==> src/rtl/vecc_pkg.sv <==
// shared types and constants of the voronoi edge cell classifier
// no dependencies
package vecc_pkg;

  localparam int unsigned POS_W     = 8;
  localparam int unsigned ID_W      = 8;
  localparam int unsigned DIST_W    = 17;
  localparam int unsigned CFG_W     = 17;
  localparam int unsigned CFG_IDX_W = 2;

  localparam logic [1:0] CMD_CLEAR    = 2'd0;
  localparam logic [1:0] CMD_APPEND   = 2'd1;
  localparam logic [1:0] CMD_CLASSIFY = 2'd2;

  localparam logic [CFG_IDX_W-1:0] CFG_START_ID = 2'd0;
  localparam logic [CFG_IDX_W-1:0] CFG_GOAL_ID  = 2'd1;
  localparam logic [CFG_IDX_W-1:0] CFG_CLEAR_SQ = 2'd2;

  localparam logic [ID_W-1:0]   START_ID_RST = 8'd1;
  localparam logic [ID_W-1:0]   GOAL_ID_RST  = 8'd2;
  localparam logic [DIST_W-1:0] CLEAR_SQ_RST = 17'd9;

  typedef enum logic [1:0] {
    ST_IDLE = 2'b01,
    ST_WALK = 2'b10
  } state_e;

  typedef struct packed {
    logic [1:0]      command;
    logic [POS_W-1:0] pos_x;
    logic [POS_W-1:0] pos_y;
    logic [ID_W-1:0]  obstacle_id;
    logic             cell_free;
  } req_t;

  typedef struct packed {
    logic              status;
    logic              mark_blocked;
    logic              is_edge;
    logic              nearest_valid;
    logic [ID_W-1:0]   nearest_id;
    logic [DIST_W-1:0] nearest_dist_sq;
  } rsp_t;

  typedef struct packed {
    logic valid;
    logic edge_hit;
    logic stop;
  } trk_flags_t;

endpackage

==> src/rtl/vecc_dist_cell.sv <==
// chain of four cells that turns a stored point into its squared distance
// and the scaled copies the tracker compares; uses vecc_pkg
module vecc_dist_cell
  import vecc_pkg::*;
#(
  parameter int unsigned CW = 8
) (
  input  logic                   clk_i,
  input  logic                   rst_ni,
  input  logic                   valid_i,
  input  logic [CW-1:0]          cell_x_i,
  input  logic [CW-1:0]          cell_y_i,
  input  logic [CW-1:0]          pt_x_i,
  input  logic [CW-1:0]          pt_y_i,
  input  logic [ID_W-1:0]        pt_id_i,
  output logic                   valid_o,
  output logic                   busy_o,
  output logic [2*CW:0]          d_o,
  output logic [2*CW+4:0]        d9_o,
  output logic [2*CW+7:0]        d100_o,
  output logic [2*CW+8:0]        d169_o,
  output logic [ID_W-1:0]        id_o
);
  localparam int unsigned DW = 2 * CW + 1;

  logic [3:0]      vld_q;
  logic [CW-1:0]   dx_q, dy_q;
  logic [2*CW-1:0] dx2_q, dy2_q;
  logic [DW-1:0]   d_q, dd_q;
  logic [DW+3:0]   d9_q;
  logic [DW+6:0]   d100_q;
  logic [DW+7:0]   d169_q;
  logic [ID_W-1:0] id_a_q, id_b_q, id_c_q, id_d_q;

  always_ff @(posedge clk_i or negedge rst_ni) begin
    if (!rst_ni) begin
      vld_q <= '0;
    end else begin
      vld_q <= {vld_q[2:0], valid_i};
    end
  end

  always_ff @(posedge clk_i) begin
    dx_q   <= (cell_x_i > pt_x_i) ? cell_x_i - pt_x_i : pt_x_i - cell_x_i;
    dy_q   <= (cell_y_i > pt_y_i) ? cell_y_i - pt_y_i : pt_y_i - cell_y_i;
    id_a_q <= pt_id_i;
    dx2_q  <= (2*CW)'(dx_q) * (2*CW)'(dx_q);
    dy2_q  <= (2*CW)'(dy_q) * (2*CW)'(dy_q);
    id_b_q <= id_a_q;
    d_q    <= DW'(dx2_q) + DW'(dy2_q);
    id_c_q <= id_b_q;
    dd_q   <= d_q;
    d9_q   <= (DW+4)'(d_q) * (DW+4)'(9);
    d100_q <= (DW+7)'(d_q) * (DW+7)'(100);
    d169_q <= (DW+8)'(d_q) * (DW+8)'(169);
    id_d_q <= id_c_q;
  end

  assign valid_o = vld_q[3];
  assign busy_o  = |vld_q;
  assign d_o     = dd_q;
  assign d9_o    = d9_q;
  assign d100_o  = d100_q;
  assign d169_o  = d169_q;
  assign id_o    = id_d_q;
endmodule

==> config.mk <==
export PLATFORM = sky130hd
export DESIGN_NAME = vecc_dist_cell
export DESIGN_NICKNAME = d
export VERILOG_FILES = /design/src/rtl/vecc_pkg.sv /design/src/rtl/vecc_dist_cell.sv
export SDC_FILE = /design/constraint.sdc
export NUM_CORES = 1
export LEC_CHECK = 0
export ABC_AREA = 1
export BUFFER_PORTS_ARGS = -buffer_cell sky130_fd_sc_hd__buf_2
export CAP_MARGIN = 20
export CORE_AREA = 2 2 211 130
export CTS_CLUSTER_DIAMETER = 80
export CTS_CLUSTER_SIZE = 20
export DETAILED_ROUTE_END_ITERATION = 6
export DIE_AREA = 0 0 213 132
export PLACE_DENSITY = 0.74
export SETUP_SLACK_MARGIN = 0.5
export SLEW_MARGIN = 40
export SYNTH_ARGS = -nofsm -noshare
export SYNTH_HDL_FRONTEND = slang
export SYNTH_SLANG_ARGS = --single-unit
==> constraint.sdc <==
create_clock -name clk_i -period 4.01 [get_ports clk_i]
set_clock_uncertainty 0.2 [all_clocks]
set_input_delay 0.802 -clock clk_i [delete_from_list [all_inputs] [get_ports clk_i]]
set_output_delay 0.802 -clock clk_i [all_outputs]
set_load 0.05 [all_outputs]
==> results.py <==
metrics = {
    "status": {
        "status": "finished, final reports clean",
    },
    "critical_path": {
        "r2r_setup_slack_ns": 0.20,
        "worstPathRequired_ns": 4.14,
        "cp_max_fo": 5,
        "r2r_start": "dy_q[4]$_DFF_P_",
        "critPathArrivalTime_ns": 3.94,
        "reg2reg_to": "dy2_q[14]$_DFF_P_",
        "critPathCaptureType": "flop",
        "cp-start-kind": "flop",
        "worst-setup-path-type": "reg -> reg",
        "reg2regPathDepth": 16,
    },
    "synth": {
        "synthTopCellsByArea": "dfxtp_1 24%, ha_1 22%, fa_1 13%",
        "synth_top_cell_area_share_pct": 23.57,
        "yosys_warnings": 0,
        "synth_top_family_by_area": "adder cells",
        "synthMuxAreaShare_pct": 0,
        "avgSynthCellArea_sq_um": 7.824,
        "synth_commonest_cells": "465 x nand2_1, 363 x inv_1, 252 x ha_1, 168 x dfxtp_1, 96 x nor2_1",
        "synth_edf_count": 0,
        "ys_ff_latch": 172,
        "synth-main-ff-cell": "dfxtp_1",
        "synth_cell_types": 35,
        "synth_area_sq_um": 14270,
        "synth-compound-area-share_pct": 6.085,
        "synth_area_leader_cell": "dfxtp_1",
        "syn_inst": 1824,
        "synth-simple-area-share_pct": 19.22,
        "synthAdderAreaFrac_pct": 35.00,
        "synth-xor-area-share_pct": 4.419,
        "seq_area_frac_synth_pct": 24.27,
        "ys_async_sr_fraction_pct": 2.326,
        "synth_most_common_cell": "nand2_1",
    },
    "worst_hold_path": {
        "holdCritPathClass": "reg -> reg",
        "min_from": "id_c_q[1]$_DFF_P_",
        "whs_path_depth": 0,
        "min_to": "id_o[1]$_DFF_P_",
    },
    "detailed_routing": {
        "wl_mm": 31.31,
        "via_per_inst": 5.006,
        "first_pass_iters": 5,
        "vias": 11890,
        "wl_per_cell_microns": 13.18,
        "drc_errors": 0,
        "drtAntennaViolNets": 0,
        "drt_iter0_drc": 847,
    },
    "die": {
        "rows": 46,
        "io_pins": 140,
        "dieArea_sq_um": 28120,
        "die_w_microns": 213,
        "die_h_microns": 132,
        "initial_core_util_pct": 54.74,
        "core_sq_um": 26070,
    },
    "timing": {
        "setup-violations-final": 0,
        "finalCritPeriodShare_pct": 94.91,
        "rsz0062_at_grt": "yes",
        "fmax_ghz": 0.2627,
        "fin_hold_ws_ns": 0.1238,
        "setup_ws_ns": 0.2040,
        "period_needed_ns": 3.806,
        "hold_violations": 0,
        "setup_tns_ns": 0,
        "report.final.slew_viol_count": 0,
    },
    "clock_tree": {
        "cts_buffer_depth": 2,
        "cts.sinks": 172,
        "cts_tree": "built",
        "clock_tree.root_cell": "clkbuf_16",
        "path_clk_slew_ns": 0.07,
        "cts_made_buffers": 17,
        "htreeDepth": 4,
        "worstSkewPairLatency_ns": 0.44,
    },
    "finish": {
        "layout.nets": 2389,
        "drive_gt1_share_pct": 19.45,
        "diodes": 0,
        "fin_util_pct": 65.21,
        "synthToLayoutAreaGrowth_pct": 19.14,
    },
    "global_routing": {
        "grt_usage_pct": 22.34,
        "antenna_found_initial": 0,
        "grt_pass1_vias": 11250,
        "overflow": 0,
        "grt_start_max_net_pins": 17,
        "grt_pass1_wl_mm": 51.79,
    },
    "placement": {
        "dp_slack_ns": 0.1242,
        "hpwl_mm": 25.14,
        "port_buffers": 137,
        "gp_congestion": 0.9461,
    },
    "flow_run": {
        "max_cap_viol_count": 0,
    },
}
routing by layer:
metal	routed length (microns)	global-route usage, %	share of wire, %
met1	14830	31.82	47
met2	14280	35.23	46
met3	1749	3.883	5.6
met4	459	5.361	1.5
met5	0	0	0
logic make-up (layout without fill, tap and decap cells):
group,count (synthesis),count (layout)
AND/OR/NAND/NOR,680,680
buffers and inverters,399,589
adder cells (fa/ha/maj),344,344
flip-flops,172,172
AO/OA/AOI/OAI,156,156
XOR/XNOR,72,72
other,1,2
worst max-delay path by stage:
stage / startpoint / to / slack (ns) / depth (start not counted)
after global routing: dx_q[4]$_DFF_P_ / dx2_q[14]$_DFF_P_ / 0.06 / 16
final: dy_q[4]$_DFF_P_ / dy2_q[14]$_DFF_P_ / 0.20 / 16
after global placement: dx_q[1]$_DFF_P_ / dx2_q[14]$_DFF_P_ / 0.21 / 18
after floorplan: dx_q[5]$_DFF_P_ / dx2_q[15]$_DFF_P_ / 0.35 / 18
after detailed placement: dx_q[6]$_DFF_P_ / dx2_q[15]$_DFF_P_ / 0.12 / 17
after CTS: dy_q[2]$_DFF_P_ / dy2_q[14]$_DFF_P_ / 0.26 / 16
what timing repair did:
action | in CTS | in global routing
gates resized for setup | 64 | 104
setup buffers | 25 | 13
pin swaps | 39 | 45
hold endpoints to repair | 4 | 0
hold buffers | 1 | 0
endpoints found under the setup margin | 31 | 33
sequential cells by signal (all words and copies together) (netlist names), 14 cells and up:
register	count
d9_o	16
d_o	14
d_q	17
d100_o	18
d169_o	25
dy2_q	15
dx2_q	15
final cells by class:
| class | count | area [sq um] |
|---|---|---|
| clock buffer | 19 | 442.9 |
| clock inverter | 13 | 177.7 |
| fill | 2185 | 9070 |
| inverter | 364 | 1369 |
| multi-input combinational | 1254 | 9889 |
| sequential | 172 | 3531 |
| tap | 360 | 450.4 |
| timing repair buffer | 193 | 1142 |
placed cells by master, fill, tap and decap left out, drive strengths merged:
cell / netlist / layout
a21boi: 2 / 2
a21o: 8 / 8
a21oi: 97 / 97
a31oi: 4 / 4
and2: 7 / 7
and3: 1 / 1
buf: 20 / 192
bufinv: 0 / 3
clkbuf: 15 / 19
clkinv: 0 / 1
clkinvlp: 0 / 2
conb: 1 / 2
dfrtp: 4 / 4
dfxtp: 168 / 168
dlygate4sd3: 0 / 1
fa: 92 / 92
ha: 252 / 252
inv: 364 / 371
nand2: 467 / 467
nand3: 84 / 84
nand3b: 2 / 2
nand4: 6 / 6
nor2: 96 / 96
nor3: 13 / 13
o21a: 3 / 3
o21ai: 34 / 34
o21bai: 8 / 8
or2: 3 / 3
or4: 1 / 1
xnor2: 16 / 16
xor2: 56 / 56
per-stage QoR:
step / area, sq um / std cells
floorplan: 14520 / 1825
global placement: 15490 / 2304
detailed placement: 15490 / 2304
CTS: 16490 / 2362
global route: 17000 / 2375
finish: 17000 / 2375
worst max-delay path: stages, from the launching register on:
cell,delay (ns)
dfxtp_4,0.40
nand2_4,0.06
fa_1,0.55
inv_2,0.05
fa_1,0.46
fa_1,0.52
inv_2,0.04
fa_1,0.48
inv_2,0.05
ha_4,0.24
a21o_1,0.22
nor2_2,0.12
nand2_2,0.09
nand2_2,0.06
nand2_1,0.05
nand2_1,0.07
nand2_1,0.04
Power is not shown: default switching activity piles up to over one toggle a cycle in this logic, so the estimate is an artifact.
