--- src/rtl/vecc_pkg.sv ---
// shared types and constants of the voronoi edge cell classifier
// no dependencies
package vecc_pkg;

  localparam int unsigned POS_W     = 8;
  localparam int unsigned ID_W      = 8;
  localparam int unsigned DIST_W    = 17;
  localparam int unsigned CFG_W     = 17;
  localparam int unsigned CFG_IDX_W = 2;

  localparam logic [1:0] CMD_CLEAR    = 2'd0;
  localparam logic [1:0] CMD_APPEND   = 2'd1;
  localparam logic [1:0] CMD_CLASSIFY = 2'd2;

  localparam logic [CFG_IDX_W-1:0] CFG_START_ID = 2'd0;
  localparam logic [CFG_IDX_W-1:0] CFG_GOAL_ID  = 2'd1;
  localparam logic [CFG_IDX_W-1:0] CFG_CLEAR_SQ = 2'd2;

  localparam logic [ID_W-1:0]   START_ID_RST = 8'd1;
  localparam logic [ID_W-1:0]   GOAL_ID_RST  = 8'd2;
  localparam logic [DIST_W-1:0] CLEAR_SQ_RST = 17'd9;

  typedef enum logic [1:0] {
    ST_IDLE = 2'b01,
    ST_WALK = 2'b10
  } state_e;

  typedef struct packed {
    logic [1:0]      command;
    logic [POS_W-1:0] pos_x;
    logic [POS_W-1:0] pos_y;
    logic [ID_W-1:0]  obstacle_id;
    logic             cell_free;
  } req_t;

  typedef struct packed {
    logic              status;
    logic              mark_blocked;
    logic              is_edge;
    logic              nearest_valid;
    logic [ID_W-1:0]   nearest_id;
    logic [DIST_W-1:0] nearest_dist_sq;
  } rsp_t;

  typedef struct packed {
    logic valid;
    logic edge_hit;
    logic stop;
  } trk_flags_t;

endpackage

--- src/rtl/vecc_track_cell.sv ---
// last cell of the chain: nearest point tracking with hysteresis and edge test
// uses vecc_pkg
module vecc_track_cell
  import vecc_pkg::*;
#(
  parameter int unsigned CW = 8
) (
  input  logic              clk_i,
  input  logic              rst_ni,
  input  logic              start_i,
  input  logic              step_i,
  input  logic [2*CW:0]     d_i,
  input  logic [2*CW+4:0]   d9_i,
  input  logic [2*CW+7:0]   d100_i,
  input  logic [2*CW+8:0]   d169_i,
  input  logic [ID_W-1:0]   id_i,
  input  logic [DIST_W-1:0] clear_sq_i,
  output trk_flags_t        flags_o,
  output logic [ID_W-1:0]   mid_o,
  output logic [2*CW:0]     m_o
);
  localparam int unsigned DW = 2 * CW + 1;

  logic            valid_q, edge_q, stop_q;
  logic            valid_d, edge_d, stop_d;
  logic [DW-1:0]   m_q, m_d;
  logic [DW+6:0]   m100_q, m100_d;
  logic [ID_W-1:0] mid_q, mid_d;
  logic            same_near, clear_near, tie, too_close, take;
  logic [DW+1:0]   m4;

  assign m4         = {m_q, 2'b00};
  assign same_near  = (d_i < m_q) && (id_i == mid_q);
  assign clear_near = d169_i < (DW+8)'(m100_q);
  assign tie        = (id_i != mid_q) && ((DW+2)'(d_i) < m4) && ((DW+4)'(m4) < d9_i);
  assign too_close  = DIST_W'(d_i) < clear_sq_i;
  assign take       = !valid_q || same_near || clear_near;

  always_comb begin
    valid_d = valid_q;
    edge_d  = edge_q;
    stop_d  = stop_q;
    m_d     = m_q;
    m100_d  = m100_q;
    mid_d   = mid_q;
    if (start_i) begin
      valid_d = 1'b0;
      edge_d  = 1'b0;
      stop_d  = 1'b0;
    end else if (step_i && !stop_q) begin
      if (take) begin
        valid_d = 1'b1;
        edge_d  = 1'b0;
        m_d     = d_i;
        m100_d  = d100_i;
        if (!valid_q || !same_near) begin
          mid_d = id_i;
        end
      end else if (tie) begin
        edge_d = !too_close;
        stop_d = too_close;
      end
    end
  end

  always_ff @(posedge clk_i or negedge rst_ni) begin
    if (!rst_ni) begin
      valid_q <= 1'b0;
      edge_q  <= 1'b0;
      stop_q  <= 1'b0;
    end else begin
      valid_q <= valid_d;
      edge_q  <= edge_d;
      stop_q  <= stop_d;
    end
  end

  always_ff @(posedge clk_i) begin
    m_q    <= m_d;
    m100_q <= m100_d;
    mid_q  <= mid_d;
  end

  assign flags_o = '{valid: valid_q, edge_hit: edge_q, stop: stop_q};
  assign mid_o   = mid_q;
  assign m_o     = m_q;
endmodule

--- config.mk ---
export PLATFORM = sky130hd
export DESIGN_NAME = vecc_track_cell
export DESIGN_NICKNAME = d
export VERILOG_FILES = /design/src/rtl/vecc_pkg.sv /design/src/rtl/vecc_track_cell.sv
export SDC_FILE = /design/constraint.sdc
export NUM_CORES = 1
export LEC_CHECK = 0
export BUFFER_PORTS_ARGS = -buffer_cell sky130_fd_sc_hd__buf_2
export CAP_MARGIN = 10
export CORE_UTILIZATION = 54
export CTS_CLUSTER_DIAMETER = 100
export DETAILED_ROUTE_END_ITERATION = 7
export GPL_ROUTABILITY_DRIVEN = 0
export PLACE_DENSITY = 0.86
export SLEW_MARGIN = 0
export SYNTH_ARGS = -nofsm -noshare
export SYNTH_HDL_FRONTEND = slang
export SYNTH_SLANG_ARGS = --single-unit
--- constraint.sdc ---
create_clock -name clk_i -period 7.3 [get_ports clk_i]
set_input_delay 0.365 -clock clk_i [delete_from_list [all_inputs] [get_ports clk_i]]
set_output_delay 0.365 -clock clk_i [all_outputs]
set_load 0.02 [all_outputs]
==> reports/qor.yml, run 1 <==
number_of_buffers_added_by_the_clock_tree_synthesis_step: 5
critPathCaptureType: "flop"
clock_tree.root_cell: "sky130_fd_sc_hd__clkbuf_8"
critPathRequiredTime_ns: 7.26
clk_pin_slew_ns: 0.09
dieArea_sq_um: 7600
fp.coreArea_sq_um: 6910
final.setup.tns_ns: 0
synth-seq-cells: 52
drtPass1Iterations: 4
vdd.ir_drop.worst_uv: 92.0
floorplan.io_pins: 144
stdcell_area_sq_um: 4890
seq_area_sq_um: 1550
drt-wirelength-per-cell_um: 14.8
fillerInstances: 547
worstSetupStartpointType: "flop"
floorplan.rows: 30
max_cap_viol_count: 0
drt-initial-drc-count: 110
hold_class: "in -> reg"
grt_start_max_net_pins: 32
placed_inst_area_sq_um: 4740
rsz0062_at_grt: "false"
postCtsSetupBuffers: 0
number_of_synthesized_flops_with_an_enable_pin: 49
chipWidth_um: 87.2
starting_density_of_the_core: 0.567
grt_use_total: 0.247
status: "finished, final reports clean"
power.density_cell_area_nw_per_um2: 154
post_synth_inst_count: 373
unique_masters_post_synth: 48
finClkSkew_ns: 0.00915
worst-path-max-fanout: 31
grt_overflow_total: 0
drc_errors: 0
global_route_wire_length_before_repair_um: 14400
grt_antenna_before_repair: 0
fin_nets: 725
chipHeight_um: 87.2
tightestPinTransition_ns: 0.917
synth-seq-area-share: 0.395
cp.arrival_ns: 3.41
hold_viol_final: 0
synthToLayoutAreaGrowth_pct: 24.8
cts_num_sinks: 52
layout-drive-gt1-share: 0.305
worstSkewPairLatency_ns: 0.30
synthFlopType: "sky130_fd_sc_hd__edfxtp_1"
cts_tree: "done"
finalSetupViolations: 0
max_slew_margin: 0.386
drtAntennaViolNets: 0
route.detailed.vias_per_inst: 5.41
num_vias: 3352
htree_num_levels: 2
final_min_period_over_clock_period: 0.473
maximum_root_to_sink_buffer_count: 2
dp_hpwl_um: 7850
async_set_or_reset_register_ratio_after_synthesis: 0.0577
syn-cell-area_sq_um: 3920
portBuffers: 143
static-leakage-power_nw: 2.51
postSynthAreaPerCell_sq_um: 10.5
synth.yosys.warnings: 0
wl_um: 9200
mappedNetlistNets: 575
criticalPathCategory: "reg -> reg"
period_minus_slack_ns: 3.45
antennaDiodeCount: 0
first_global_vias: 3341
multiInputGateArea_sq_um: 2060
maxSlewViolCount: 0
peak_freq_mhz: 290
[Yosys cell counts (2+ instances only)]
library cell               instances  area, sq um
sky130_fd_sc_hd__a311o_1           2         20.0
sky130_fd_sc_hd__o22ai_1           2         12.5
sky130_fd_sc_hd__o21ai_1           5         25.0
sky130_fd_sc_hd__a21oi_1          28          140
sky130_fd_sc_hd__o31ai_1           2         15.0
sky130_fd_sc_hd__nor4_1            3         18.8
sky130_fd_sc_hd__ha_1             86         1080
sky130_fd_sc_hd__and4_1            2         17.5
sky130_fd_sc_hd__xor2_1            8         70.1
sky130_fd_sc_hd__nand3_1           7         35.0
sky130_fd_sc_hd__nor2_1           12         45.0
sky130_fd_sc_hd__dfrtp_1           3         75.1
sky130_fd_sc_hd__edfxtp_1         49         1470
sky130_fd_sc_hd__nor2b_1           2         12.5
sky130_fd_sc_hd__o21a_1            2         15.0
sky130_fd_sc_hd__nand2b_1          2         12.5
sky130_fd_sc_hd__nor3_1            5         25.0
sky130_fd_sc_hd__nand4_1          10         62.6
sky130_fd_sc_hd__inv_1            78          293
sky130_fd_sc_hd__a21o_1            5         37.5
sky130_fd_sc_hd__o211ai_1          3         22.5
sky130_fd_sc_hd__nand2_1          14         52.6
sky130_fd_sc_hd__a31oi_1           2         12.5
sky130_fd_sc_hd__o21ai_0           6         30.0
sky130_fd_sc_hd__a211oi_1         10         75.1
sky130_fd_sc_hd__buf_4             3         22.5
[path summary, 6_finish.rpt]
kind	from	end	depth (start not counted)	slack, ns
max in group asynchronous	rst_ni	edge_q	2	6.80
max reg2reg	m100_q[14]	m100_q[1]	10	3.85
max	m100_q[14]	m100_q[1]	10	3.85
min	d100_i[3]	m100_q[3]	1	0.23
min reg2reg	stop_q	stop_q	2	0.55
min in group asynchronous	rst_ni	stop_q	2	0.39
[worst max-delay path: stages (launching register included)]
cell	delay, ns
sky130_fd_sc_hd__edfxtp_1	0.39
sky130_fd_sc_hd__inv_1	0.08
sky130_fd_sc_hd__ha_1	0.24
sky130_fd_sc_hd__a21oi_1	0.15
sky130_fd_sc_hd__nor2_1	0.05
sky130_fd_sc_hd__a211oi_1	0.20
sky130_fd_sc_hd__o311ai_0	0.16
sky130_fd_sc_hd__a211oi_1	0.46
sky130_fd_sc_hd__nor2_1	0.14
sky130_fd_sc_hd__nor3_2	0.71
sky130_fd_sc_hd__buf_4	0.51
[what timing repair did]
item / CTS / global route
gates resized for setup: 0 / 0
endpoints found under the hold margin: 3 / 0
hold buffers: 1 / 0
[area by class of cell]
cell class,instances,area share
flip-flops and latches,52,0.316
clock inverters,2,0.0123
clock buffers,6,0.0148
inverters,78,0.0599
repair buffers,146,0.151
well taps,96,0.0246
multi-input cells,240,0.421
[placed cells by master (no fill, tap or decap), types with 3 or more instances in the layout]
cell / netlist / routed
sky130_fd_sc_hd__a211oi_1: 10 / 10
sky130_fd_sc_hd__a21o_1: 5 / 5
sky130_fd_sc_hd__a21oi_1: 28 / 28
sky130_fd_sc_hd__buf_2: 0 / 144
sky130_fd_sc_hd__clkbuf_8: 0 / 5
sky130_fd_sc_hd__dfrtp_1: 3 / 3
sky130_fd_sc_hd__edfxtp_1: 49 / 49
sky130_fd_sc_hd__ha_1: 86 / 86
sky130_fd_sc_hd__inv_1: 78 / 78
sky130_fd_sc_hd__nand2_1: 14 / 14
sky130_fd_sc_hd__nand3_1: 7 / 7
sky130_fd_sc_hd__nand4_1: 10 / 10
sky130_fd_sc_hd__nor2_1: 12 / 12
sky130_fd_sc_hd__nor3_1: 5 / 4
sky130_fd_sc_hd__nor4_1: 3 / 3
sky130_fd_sc_hd__o211ai_1: 3 / 3
sky130_fd_sc_hd__o21ai_0: 6 / 6
sky130_fd_sc_hd__o21ai_1: 5 / 5
sky130_fd_sc_hd__xor2_1: 8 / 8
[where the power goes]
part	leakage, nW	switching [mW]	internal, mW
Clock	0.0654	0.0922	0.137
Sequential	0.495	0.00729	0.343
Combinational	1.95	0.0957	0.0783
[through the flow]
stage	hold slack (ns)	util	total power [mW]	cells	setup slack, ns
2_1_floorplan	0.0694	-	0.458	373	2.35
3_3_place_gp	0.164	0.687	0.518	610	3.86
3_5_place_dp	0.169	0.687	0.530	610	3.75
4_1_cts	0.225	0.707	0.759	619	3.81
5_1_grt	0.212	0.708	0.792	620	3.56
6_report	0.233	0.708	0.754	620	3.85
[flip-flops by register name (all words and copies together) (netlist names)]
signal / flops
mid_o: 8
edge_q: 1
valid_q: 1
m_o: 17
m100_q: 24
stop_q: 1
[layer usage]
layer / routed length [um] / part of all wire / track usage
met5: 0 / 0 / 0
met4: 194 / 0.021 / 0.0775
met3: 637 / 0.069 / 0.0464
met2: 4850 / 0.53 / 0.472
met1: 3520 / 0.38 / 0.276
[kinds of logic (layout without fill, tap and decap cells)]
| kind of cell | count (synthesis) | in the layout | synth area share |
|---|---|---|---|
| adders and majority gates | 86 | 86 | 0.275 |
| buffers and inverters | 81 | 232 | 0.0805 |
| AOI/OAI and AO/OA | 80 | 80 | 0.141 |
| and+or+nand+nor | 66 | 66 | 0.0913 |
| DFF | 52 | 52 | 0.395 |
| xor gates and xnor gates | 8 | 8 | 0.0179 |
Note: power is estimated with default switching activity, not from simulation.
==> run 2, diff against run 1 <==
ABC_AREA = 1   (was not set)
CORE_UTILIZATION = 52   (was 54)
PLACE_DENSITY = 0.82   (was 0.86)
clock period = 3.4 ns   (was 7.3 ns; I/O delays follow)
==> run 2 against run 1 <==
Effect of this change: power increased by 110%; wire length increased by 1.6%; critical path depth increased by 1; first-iteration DRC count down 28%; largest cell class unchanged.
==> reports/qor.yml, run 2 <==
status: "finished, final reports clean"
mappedNetlistNets: 730
critPathCaptureType: "flop"
tightestPinTransition_ns: 0.862
starting_density_of_the_core: 0.544
complex_gate_fraction_of_the_synthesized_area: 0.0548
fin_nets: 879
worstHoldEndpoint: "m100_q[15]"
drt-wirelength-per-cell_um: 12.0
critical_path.reg2reg.startpoint: "m_o[12]"
worst-path-max-fanout: 8
max_cap_viol_count: 0
final.setup.tns_ns: 0
critPathRequiredTime_ns: 3.35
async_set_or_reset_register_ratio_after_synthesis: 0.0577
yosys.cell_count.top_type: "sky130_fd_sc_hd__nand2_1"
cts_resized: 0
peak_freq_mhz: 393
largest_register_ffs: 24
clock_tree.root_cell: "sky130_fd_sc_hd__clkbuf_8"
number_of_buffers_added_by_the_clock_tree_synthesis_step: 5
max_slew_margin: 0.425
whs_path_depth: 1
worstSetupStartpointType: "flop"
fp.coreArea_sq_um: 7850
criticalPathCategory: "reg -> reg"
grt_antenna_before_repair: 0
place_worst_setup_slack_ns: 0.833
synthFlopType: "sky130_fd_sc_hd__edfxtp_1"
final_min_period_over_clock_period: 0.749
period_minus_slack_ns: 2.55
postSynthAreaPerCell_sq_um: 8.09
maxSlewViolCount: 0
largest_family_of_logic_cells_by_synthesized_area: "adder cells"
layout-drive-gt1-share: 0.245
power.density_cell_area_nw_per_um2: 302
regToRegEndpoint: "mid_o[1]"
vdd.ir_drop.worst_uv: 166
worst_hold_launch: "d100_i[15]"
unique_masters_post_synth: 26
cp.arrival_ns: 2.50
first_global_vias: 3723
timing.reg2reg.worst_path_depth: 11
drtAntennaViolNets: 0
setup_slack_ns: 0.854
dp_hpwl_um: 7900
rsz0062_at_grt: "false"
portBuffers: 143
maximum_root_to_sink_buffer_count: 2
largest-register: "m100_q"
chipHeight_um: 92.6
cts_num_sinks: 52
syn-cell-area_sq_um: 4270
hold_class: "in -> reg"
clk_pin_slew_ns: 0.10
post_synth_xor_area_fraction: 0
synth_mux_area_frac: 0
finClkSkew_ns: 0.00501
layout.cells.most_common: "sky130_fd_sc_hd__buf_2"
static-leakage-power_nw: 3.06
floorplan.rows: 32
post_synth_inst_count: 528
grt_use_total: 0.226
grt_start_max_net_pins: 31
grt_overflow_total: 0
chipWidth_um: 92.6
drt-initial-drc-count: 79
synth-seq-cells: 52
netlist.area_leader.share: 0.344
antennaDiodeCount: 0
htree_num_levels: 2
synth-seq-area-share: 0.362
synthToLayoutAreaGrowth_pct: 22.2
dieArea_sq_um: 8580
route.detailed.vias_per_inst: 4.77
yosys-top-cells-count: "141 x sky130_fd_sc_hd__nand2_1, 128 x sky130_fd_sc_hd__inv_1, 86 x sky130_fd_sc_hd__ha_1, 49 x sky130_fd_sc_hd__edfxtp_1, 44 x sky130_fd_sc_hd__nor2_1"
drc_errors: 0
drtPass1Iterations: 6
num_vias: 3722
postCtsSetupBuffers: 0
r2r_setup_slack_ns: 0.85
finalSetupViolations: 0
synth_simple_gate_area_share: 0.214
floorplan.io_pins: 144
synth.yosys.warnings: 0
synth_adder_area_share: 0.252
hold_viol_final: 0
wl_um: 9350
mostFrequentLayoutCells: "143 x sky130_fd_sc_hd__buf_2, 141 x sky130_fd_sc_hd__nand2_1, 128 x sky130_fd_sc_hd__inv_1, 86 x sky130_fd_sc_hd__ha_1, 49 x sky130_fd_sc_hd__edfxtp_1"
number_of_synthesized_flops_with_an_enable_pin: 49
worstSkewPairLatency_ns: 0.31
dominant_cells_by_area_after_synthesis: "sky130_fd_sc_hd__edfxtp_1 34%, sky130_fd_sc_hd__ha_1 25%, sky130_fd_sc_hd__nand2_1 12%"
cts_tree: "done"
synth_area_leader_cell: "sky130_fd_sc_hd__edfxtp_1"
global_route_wire_length_before_repair_um: 15500
[run 2: worst max path at each step]
stage                  from   endpoint
finish              m_o[12]   mid_o[1]
CTS                 m_o[12]   mid_o[2]
global route         m_o[3]   mid_o[1]
floorplan           m_o[12]  m100_q[0]
global placement    m_o[12]   mid_o[6]
detailed placement  m_o[12]   mid_o[2]
[run 2: metal layers]
metal	wire [um]	global-route usage
met2	4640	0.424
met3	569	0.0427
met5	0	0
met4	102	0.0462
met1	4030	0.267
[run 2: timing repair]
item | CTS | global route
hold buffers | 1 | 0
endpoints found under the setup margin | 0 | 0
endpoints found under the hold margin | 3 | 0
[run 2: cell type report]
| cell class | count | area [sq um] |
|---|---|---|
| flip-flops and latches | 52 | 1550 |
| well taps | 102 | 128 |
| multi-input cells | 345 | 2220 |
| clock buffers | 5 | 68.8 |
| clock inverters | 3 | 27.5 |
| inverters | 128 | 480 |
| repair buffers | 145 | 746 |
| fillers | 680 | 2630 |
[run 2: logic make-up (layout without fill, tap and decap cells)]
logic type	Yosys count	after routing
AO/OA/AOI/OAI	42	42
AND/OR/NAND/NOR	217	217
buffers and inverters	131	281
flip-flops	52	52
adder cells (fa/ha/maj)	86	86
[run 2: stage by stage]
| stage | util | area (sq um) | std cells | power [mW] | hold slack [ns] |
|---|---|---|---|---|---|
| 6_report | 0.665 | 5220 | 780 | 1.57 | 0.0234 |
| 5_1_grt | 0.665 | 5220 | 780 | 1.67 | 0.00884 |
| 4_1_cts | 0.665 | 5220 | 780 | 1.59 | 0.0165 |
| 3_5_place_dp | 0.651 | 5110 | 771 | 1.21 | -0.0320 |
| 3_3_place_gp | 0.651 | 5110 | 771 | 1.18 | -0.0335 |
| 2_1_floorplan | - | 4270 | 528 | 1.05 | -0.126 |
[run 2: worst max-delay path, stage by stage (launching register included)]
cell and delay (ns):
sky130_fd_sc_hd__edfxtp_1 0.43, sky130_fd_sc_hd__inv_1 0.10, sky130_fd_sc_hd__ha_1 0.24, sky130_fd_sc_hd__nand2_1 0.11, sky130_fd_sc_hd__inv_1 0.04, sky130_fd_sc_hd__nand2_1 0.06
sky130_fd_sc_hd__nand2_1 0.05, sky130_fd_sc_hd__a21oi_1 0.15, sky130_fd_sc_hd__nand4_2 0.13, sky130_fd_sc_hd__nand3_2 0.09, sky130_fd_sc_hd__nand3_2 0.08, sky130_fd_sc_hd__a21oi_1 0.68
[run 2: power by group]
part           switching [mW]  internal (mW)  leakage (nW)
clock network           0.228          0.152        0.0463
registers              0.0205          0.747         0.492
logic                   0.248          0.180          2.52
==> run 3, diff against run 2 <==
CORE_UTILIZATION = 47   (was 52)
PLACE_DENSITY = 0.78   (was 0.82)
clock period = 2.2 ns   (was 3.4 ns; I/O delays follow)
==> run 3 against run 2 <==
Effect of this change: the run now ends with setup timing left; global-route usage fell by 0.44 points; sequential share of layout area down 3.6 points; worst setup slack got worse by 0.87 ns; hold slack worse by 0.019 ns; critical endpoint is now m_o[16]; non-clock buffer count increased by 50; largest power group unchanged; first-iteration DRC count is 71% higher; combinational power is 94% higher.
==> reports/qor.yml, run 3 (synthesis gave the netlist of run 2 again) <==
r2r_setup_slack_ns: -0.02
multiInputGateArea_sq_um: 2450
grt_start_max_net_pins: 33
drtAntennaViolNets: 0
fp.coreArea_sq_um: 8760
drt-wirelength-per-cell_um: 13.4
critical_path.reg2reg.startpoint: "m_o[8]"
peak_freq_mhz: 451
largest_register_ffs: 24
maxSlewViolCount: 0
fin_nets: 929
grt_use_total: 0.222
max_cap_viol_count: 0
portBuffers: 143
static-leakage-power_nw: 3.29
fillerInstances: 687
cp.arrival_ns: 2.30
final_min_period_over_clock_period: 1.01
final.setup.tns_ns: -0.217
worst-path-max-fanout: 8
route.detailed.vias_per_inst: 4.82
critPathCaptureType: "flop"
placedCellCount: 782
total_power_mw: 2.60
status: "complete, but fails checks"
grt_overflow_total: 0
criticalPathCategory: "reg -> reg"
largest-register: "m100_q"
failed_checks: "setup timing"
regToRegEndpoint: "m_o[16]"
worstSetupEndpoint: "m_o[16]"
hold_ws_ns: 0.00420
dieArea_sq_um: 9470
wl_um: 11200
floorplan.io_pins: 144
antennaDiodeCount: 0
cts_tree: "done"
floorplan.rows: 34
crit_path_start: "m_o[8]"
starting_density_of_the_core: 0.487
synthToLayoutAreaGrowth_pct: 39.2
setup_slack_ns: -0.0163
num_vias: 4026
vdd.ir_drop.worst_uv: 239
postLayoutCoreUtil: 0.678
htree_num_levels: 2
cts_num_sinks: 52
drc_errors: 0
maximum_root_to_sink_buffer_count: 2
finalSetupViolations: 16
hold_class: "in -> reg"
clock_tree.root_cell: "sky130_fd_sc_hd__clkbuf_8"
drt-initial-drc-count: 135
seq_area_sq_um: 1550
placed_inst_area_sq_um: 5190
chipWidth_um: 97.3
clk_pin_slew_ns: 0.11
layout-drive-gt1-share: 0.309
hold_viol_final: 0
finish.cell_count_without_fillers: 836
timing.reg2reg.worst_path_depth: 12
drtPass1Iterations: 5
grt_antenna_before_repair: 0
number_of_buffers_added_by_the_clock_tree_synthesis_step: 5
first_global_vias: 3988
tightestPinTransition_ns: 0.342
critPathRequiredTime_ns: 2.29
place_worst_setup_slack_ns: 0.0649
worstSetupStartpointType: "flop"
max_slew_margin: 0.771
period_minus_slack_ns: 2.22
stdcell_area_sq_um: 5950
chipHeight_um: 97.3
worstSkewPairLatency_ns: 0.31
dp_hpwl_um: 8370
global_route_wire_length_before_repair_um: 17100
rsz0062_at_grt: "true"
finClkSkew_ns: 0.00836
layout.cells.most_common: "sky130_fd_sc_hd__buf_2"
mostFrequentLayoutCells: "143 x sky130_fd_sc_hd__buf_2, 138 x sky130_fd_sc_hd__nand2_1, 116 x sky130_fd_sc_hd__inv_1, 73 x sky130_fd_sc_hd__ha_1, 49 x sky130_fd_sc_hd__edfxtp_1"
power.density_cell_area_nw_per_um2: 438
run 3: changes by cell type in the layout (fill, tap and decap cells not counted), sizes merged:
cell	delta
buf	+19
clkbuf	+2
clkinvlp	+1
dlygate4sd3	+29
inv	-1
run 3: repair_timing:
| action | CTS | global route |
|---|---|---|
| hold endpoints to repair | 29 | 3 |
| endpoints found under the setup margin | 0 | 49 |
| setup buffers | 0 | 13 |
| hold buffers | 27 | 3 |
| resized for setup | 0 | 36 |
run 3: how the worst min path moves through the flow:
stage / cells after the start / end / start / slack (ns)
2_1_floorplan: 0 / edge_q / rst_ni / -0.19
3_3_place_gp: 1 / valid_q / rst_ni / -0.09
3_5_place_dp: 1 / valid_q / rst_ni / -0.09
4_1_cts: 1 / mid_o[3] / id_i[3] / 0.0007
5_1_grt: 1 / mid_o[6] / id_i[6] / 0.006
6_report: 1 / mid_o[6] / id_i[6] / 0.004
run 3: power by group:
group | total (mW) | switching (mW) | internal, mW
registers | 1.19 | 0.0329 | 1.15
clock network | 0.587 | 0.352 | 0.234
logic | 0.830 | 0.448 | 0.381
run 3: cell type report:
| cell class | count | share of cell area |
|---|---|---|
| multi-input cells | 345 | 0.412 |
| repair buffers | 195 | 0.208 |
| clock buffers | 5 | 0.0116 |
| well taps | 108 | 0.0227 |
| clock inverters | 3 | 0.00463 |
| inverters | 128 | 0.0814 |
| flip-flops and latches | 52 | 0.260 |
run 3: per-layer routing:
layer,GRT usage,wire [um],part of all wire
met5,0,0,0
met4,0.0486,233,0.021
met3,0.0317,533,0.048
met2,0.420,5760,0.52
met1,0.263,4640,0.42
run 3: critical path, stage by stage, from the launching register on:
cell	delay (ns)
sky130_fd_sc_hd__edfxtp_1	0.41
sky130_fd_sc_hd__inv_2	0.07
sky130_fd_sc_hd__ha_4	0.27
sky130_fd_sc_hd__nand2_1	0.08
sky130_fd_sc_hd__nor2_2	0.10
sky130_fd_sc_hd__nand2_1	0.07
sky130_fd_sc_hd__nor2_2	0.09
sky130_fd_sc_hd__nand2_1	0.06
sky130_fd_sc_hd__nand4_2	0.12
sky130_fd_sc_hd__nand3_4	0.10
sky130_fd_sc_hd__nand3_4	0.10
sky130_fd_sc_hd__clkinvlp_4	0.25
sky130_fd_sc_hd__clkbuf_16	0.26
